===== config.mk =====
export PLATFORM = sky130hd
export DESIGN_NAME = svau_ctrl
export DESIGN_NICKNAME = d
export VERILOG_FILES = /design/src/rtl/svau_pkg.sv /design/src/rtl/svau_ctrl.sv
export SDC_FILE = /design/constraint.sdc
export NUM_CORES = 1
export LEC_CHECK = 0
export CORE_AREA = 3 3 45 47
export CTS_CLUSTER_DIAMETER = 120
export DETAILED_ROUTE_END_ITERATION = 8
export DIE_AREA = 0 0 48 50
export DONT_BUFFER_PORTS = 1
export PLACE_DENSITY_LB_ADDON = 0.15
export SYNTH_ARGS = -nofsm -noshare
export SYNTH_HDL_FRONTEND = slang
export SYNTH_SLANG_ARGS = --single-unit

===== constraint.sdc =====
create_clock -name i_clk -period 1.6 [get_ports i_clk]
set_input_delay 0.16 -clock i_clk [delete_from_list [all_inputs] [get_ports i_clk]]
set_output_delay 0.16 -clock i_clk [all_outputs]
set_load 0.05 [all_outputs]

===== src/rtl/svau_pkg.sv =====
// ============================================================================
// svau_pkg: shared types and constants of the snapshot versioned array
// command codes, status codes and the control/status bundles between the
// sequencer and the datapath
// ============================================================================
`default_nettype none

package svau_pkg;

    localparam int CMD_W  = 2;
    localparam int IDX_W  = 10;
    localparam int VAL_W  = 32;
    localparam int QID_W  = 16;
    localparam int STAT_W = 2;

    typedef enum logic [CMD_W-1:0] {
        CMD_SET  = 2'd0,
        CMD_SNAP = 2'd1,
        CMD_GET  = 2'd2,
        CMD_NOP  = 2'd3
    } t_cmd;

    typedef enum logic [STAT_W-1:0] {
        ST_OK        = 2'd0,
        ST_FULL      = 2'd1,
        ST_EXHAUSTED = 2'd2
    } t_status;

    typedef enum logic [1:0] {
        RES_ZERO = 2'd0,
        RES_SNAP = 2'd1,
        RES_GET  = 2'd2,
        RES_FULL = 2'd3
    } t_res;

    typedef struct packed {
        logic clr;
        logic cap;
        logic cnt_rd;
        logic init;
        logic rd_mid;
        logic step;
        logic rd_last;
        logic wr_over;
        logic wr_app;
        logic res_load;
        t_res res_kind;
    } t_dp_cmd;

    typedef struct packed {
        logic clr_done;
        logic idx_ok;
        t_cmd cmd;
        logic lo_lt_hi;
        logic lo_zero;
        logic snap_match;
        logic lo_full;
    } t_dp_sts;

endpackage

`default_nettype wire


===== src/rtl/svau_ctrl.sv =====
// ============================================================================
// svau_ctrl: sequencer of the snapshot versioned array
// runs the count clearing sweep, accepts commands, steps the binary search
// and hands results to the output register
// ============================================================================
`default_nettype none

module svau_ctrl import svau_pkg::*; (
    input  wire logic    i_clk,
    input  wire logic    i_rst_n,
    input  wire logic    i_in_valid,
    output      logic    o_in_ready,
    output      logic    o_out_valid,
    input  wire logic    i_out_ready,
    output      t_dp_cmd o_cmd,
    input  wire t_dp_sts i_sts
);

    typedef enum logic [2:0] {
        S_CLEAR,
        S_IDLE,
        S_DISPATCH,
        S_INIT,
        S_SEARCH,
        S_CMP,
        S_LAST
    } t_state;

    t_state  r_state;
    logic    r_out_valid;
    logic    out_free;
    t_dp_cmd c;

    assign out_free = !r_out_valid || i_out_ready;

    always_comb begin
        c          = '0;
        c.res_kind = RES_ZERO;
        unique case (r_state)
            S_CLEAR: begin
                c.clr = 1'b1;
            end
            S_IDLE: begin
                c.cap = i_in_valid;
            end
            S_DISPATCH: begin
                unique case (i_sts.cmd)
                    CMD_SNAP: begin
                        c.res_load = out_free;
                        c.res_kind = RES_SNAP;
                    end
                    CMD_NOP: begin
                        c.res_load = out_free;
                    end
                    CMD_SET, CMD_GET: begin
                        if (i_sts.idx_ok) begin
                            c.cnt_rd = 1'b1;
                        end else begin
                            c.res_load = out_free;
                        end
                    end
                endcase
            end
            S_INIT: begin
                c.init = 1'b1;
            end
            S_SEARCH: begin
                priority if (i_sts.lo_lt_hi) begin
                    c.rd_mid = 1'b1;
                end else if (!i_sts.lo_zero) begin
                    c.rd_last = 1'b1;
                end else begin
                    c.res_load = out_free;
                    c.wr_app   = out_free && (i_sts.cmd == CMD_SET);
                end
            end
            S_CMP: begin
                c.step = 1'b1;
            end
            S_LAST: begin
                if (out_free) begin
                    c.res_load = 1'b1;
                    priority if (i_sts.cmd == CMD_GET) begin
                        c.res_kind = RES_GET;
                    end else if (i_sts.snap_match) begin
                        c.wr_over = 1'b1;
                    end else if (i_sts.lo_full) begin
                        c.res_kind = RES_FULL;
                    end else begin
                        c.wr_app = 1'b1;
                    end
                end
            end
        endcase
    end

    always_ff @(posedge i_clk) begin
        if (!i_rst_n) begin
            r_state     <= S_CLEAR;
            r_out_valid <= 1'b0;
        end else begin
            if (c.res_load) begin
                r_out_valid <= 1'b1;
            end else if (i_out_ready) begin
                r_out_valid <= 1'b0;
            end
            unique case (r_state)
                S_CLEAR: begin
                    if (i_sts.clr_done) begin
                        r_state <= S_IDLE;
                    end
                end
                S_IDLE: begin
                    if (i_in_valid) begin
                        r_state <= S_DISPATCH;
                    end
                end
                S_DISPATCH: begin
                    if (c.cnt_rd) begin
                        r_state <= S_INIT;
                    end else if (c.res_load) begin
                        r_state <= S_IDLE;
                    end
                end
                S_INIT: begin
                    r_state <= S_SEARCH;
                end
                S_SEARCH: begin
                    if (c.rd_mid) begin
                        r_state <= S_CMP;
                    end else if (c.rd_last) begin
                        r_state <= S_LAST;
                    end else if (c.res_load) begin
                        r_state <= S_IDLE;
                    end
                end
                S_CMP: begin
                    r_state <= S_SEARCH;
                end
                S_LAST: begin
                    if (c.res_load) begin
                        r_state <= S_IDLE;
                    end
                end
            endcase
        end
    end

    assign o_cmd       = c;
    assign o_in_ready  = (r_state == S_IDLE);
    assign o_out_valid = r_out_valid;

endmodule

`default_nettype wire


==> impl_table.tex <==
\begin{tabular}{lr}
\hline
Metric & Value \\
\hline
\multicolumn{2}{l}{\textbf{Floorplan}} \\
Area inside the core boundary & around 1700 um2 \\
Horizontal extent of the die & between 40 and 50 um \\
Starting density of the core & 0.2444 \\
Total Die Area & approximately 2400 um2 \\
Row cnt & 15 \\
DIE HEIGHT & 50 um \\
Io pins & 26 \\
\multicolumn{2}{l}{\textbf{Placement}} \\
Half-perimeter wire length after detailed placement & around 1.1 mm \\
Port-buffer cells & 0 \\
RePlAce Congestion & just under 0.9 \\
Placed cell count & 90 \\
\multicolumn{2}{l}{\textbf{Cells and area}} \\
Layout cell share with drive strength beyond 1 & 0.6125 \\
Number of diodes & 0 \\
NumNets Final & 94 \\
Number of cells in the finished layout apart from fillers & 97 \\
Layout-stage area growth over the synthesis result & 92.42\% \\
\multicolumn{2}{l}{\textbf{Min path}} \\
Hold Path End & o\_out\_valid \\
Hold/Removal Path Class & in -> reg \\
Launch point of the worst hold path & i\_rst\_n \\
Count of cells along the worst hold path & 1 \\
\multicolumn{2}{l}{\textbf{CTS}} \\
Number of buffers on the longest clock path & 2 \\
Clk root buf & clkbuf\_4 \\
Hold bufs inserted after CTS & 0 \\
Number of clock sinks & 4 \\
TritonCTS clock tree & done \\
H-tree level count & 1 \\
Clock slew at reported path FFs & 0.04 ns \\
Number of buffers added by the clock tree synthesis step & 3 \\
Worst skew pair latency & 0.24 ns \\
\multicolumn{2}{l}{\textbf{Synth}} \\
Number of enable-type register cells in the synthesized netlist & 0 \\
Post-synth top area share & 0.1939 \\
Number of nets produced by synthesis & 70 \\
Leading cell types by total area after synthesis & dfxtp\_1, a21oi\_1, nand2b\_1 \\
Synth warnings & 0 \\
Post-synthesis instance area & just over 400 um2 \\
Main synth FF type & dfxtp\_1 \\
Async SR Flop Fraction & 0 \\
Cell with the most instances after synthesis & a21oi\_1 \\
Synth Instances & between 50 and 60 \\
Flip-flop and latch count after synthesis & 4 \\
Mean instance size in the synthesized netlist & $\sim$7.1 um2 \\
Count of unique library cells instantiated by Yosys & 31 \\
Post-synthesis cell type with the largest combined area & dfxtp\_1 \\
Sequential fraction of the synthesis area & 0.1939 \\
Most common library cells after synthesis & a21oi\_1, dfxtp\_1, nand2\_1, nand2b\_1 \\
\multicolumn{2}{l}{\textbf{Detailed routing}} \\
Number of vias after detailed routing & about 500 \\
Routed Wire Length & 1.370 mm \\
Average wire length per cell after detail routing & 14.12 um \\
Number of nets still failing antenna checks after routing & 0 \\
Pre-Repair DR Iteration Count & 4 \\
DRC violations left & 0 \\
Initial DRC count & 7 \\
Vias per Instance & about 5.3 \\
\multicolumn{2}{l}{\textbf{Power}} \\
Clk pwr share & 0.313 \\
Cell-internal power & 259.6 uW \\
Cell leakage power & roughly 0.00030 uW \\
Logic gate share of total power & 0.409 \\
Flop pwr share & 0.278 \\
Power dissipated by switching net loads & about 150 uW \\
Pwr dens & between 500 and 600 nW/um2 \\
Maximum ir drop on the vdd rail & 0.0003504 V \\
Sw frac & 0.3710 \\
\multicolumn{2}{l}{\textbf{Worst setup path}} \\
Setup slack of the most critical reg-to-reg path & roughly 0.07 ns \\
Data arrival time of the critical path & roughly 1.4 ns \\
Worst R2R End & r\_state[0] \\
CP required & around 1.4 ns \\
R2R depth & 4 \\
Critical setup path kind & reg -> out \\
Setup crit end kind & output port \\
Worst setup SP type & flop \\
Worst reg2reg path startpoint & r\_state[1] \\
Worst-path fanout max & 5 \\
\multicolumn{2}{l}{\textbf{GRT}} \\
Number of global-route vias before repair & between 500 and 600 \\
Global-route wire length before repair & approximately 2.4 mm \\
Largest net degree at the start of global routing & 9 \\
Overall track demand over capacity in global routing & 0.1376 \\
Global-route congestion overflow total & 0 \\
Number of antenna violations at the first check in global routing & 0 \\
\multicolumn{2}{l}{\textbf{STA}} \\
Final count of hold timing violations & 0 \\
Final setup vio count & 0 \\
Worst Max-Slew Pin Slew & between 0.2 and 0.3 ns \\
Setup repair after global routing missed its margin & yes \\
Pins over their slew limit & 0 \\
Achievable frequency & around 0.63 GHz \\
Slew margin rel. & 0.8009 \\
Crit share post-route & 0.9889 \\
Worst-case hold slack & 0.04283 ns \\
Worst clock skew & 0.003476 ns \\
Shortest clock period the worst path allows after layout & 1.582 ns \\
\multicolumn{2}{l}{\textbf{Outcome}} \\
Status & complete, no violations \\
\multicolumn{2}{l}{\textbf{Flow run}} \\
Number of max-capacitance violations reported & 0 \\
\hline
\end{tabular}
[through the flow]
stage	setup TNS [ns]	setup WS, ns	utilization	total power (uW)	cell area (um2)
after floorplan	-0.08387	-0.05861	-	223.6	452.9
after global placement	0	0.07957	0.3926	270.1	663.1
after detailed placement	0	0.09031	0.3926	270.2	663.1
after CTS	-0.0004394	-0.0004394	0.4593	416.1	775.7
after global routing	-0.09905	-0.04831	0.4704	435.5	794.5
final	0	0.01772	0.4704	412.7	794.5
[worst max-delay path, stage by stage, from the launching register on]
cell,delay (ns)
dfxtp_4,0.36
nor2b_4,0.18
nand3_2,0.11
o32ai_2,0.21
and2_4,0.19
buf_12,0.13
[power by group through the flow]
stage	combinational, uW	clock [uW]	sequential, uW
after floorplan	111	0	113
after global placement	156	0	114
after detailed placement	156	0	114
after CTS	167	133	116
after global routing	180	140	116
final	169	129	115
[registers in the layout, indices dropped and copies added, names as in the netlist]
register / flops
o_out_valid: 1
r_state: 3
[worst max-delay path by stage]
| stage | from | to | slack, ns | cells after the start |
|---|---|---|---|---|
| floorplan | r_state[2] | o_cmd[5] | -0.06 | 3 |
| global placement | r_state[2] | o_cmd[3] | 0.08 | 5 |
| detailed placement | r_state[1] | r_state[0] | 0.09 | 4 |
| CTS | r_state[1] | o_cmd[3] | -0.0004 | 5 |
| global route | r_state[1] | o_cmd[3] | -0.05 | 5 |
| finish | r_state[1] | o_cmd[3] | 0.02 | 5 |
[routing by layer]
layer / GRT usage / vias up / part of all wire
met5: 0 / - / 0
met2: 0.2004 / 14 / 0.50
met1: 0.1696 / 236 / 0.41
met3: 0.05474 / 4 / 0.063
met4: 0.06726 / 0 / 0.018
li1: - / 257 / -
[kinds of logic (layout without fill, tap and decap cells)]
group / count (synthesis) / in the layout / share of synthesized area
and+or+nand+nor: 30 / 30 / 0.4424
AOI/OAI and AO/OA: 18 / 18 / 0.2848
buffers and inverters: 6 / 28 / 0.07878
DFF: 4 / 4 / 0.1939
[layout make-up]
type / instances / area (um2)
fillers: 171 / 894.6
multi-input cells: 48 / 409.1
repair buffers: 22 / 240.2
inverters: 3 / 11.26
well taps: 17 / 21.27
flip-flops and latches: 4 / 90.09
clock buffers: 3 / 22.52
[placed cells by master, fill, tap and decap left out, types with 2 or more instances in the layout]
master	n
clkbuf_4	3
inv_2	2
nor2_1	3
o21a_1	2
dfxtp_4	2
o21ai_0	2
nand2b_1	4
a21oi_1	4
nand3_2	2
dfxtp_2	2
nor2b_1	2
buf_12	6
buf_4	16
nand2_1	3
[timing repair]
item | CTS | global route
endpoints found under the setup margin | 3 | 6
resized for setup | 16 | 4
buffers inserted | 3 | 1
gates cloned | 0 | 0
pin swaps | 4 | 2
Power figures use the tool's default switching activity.
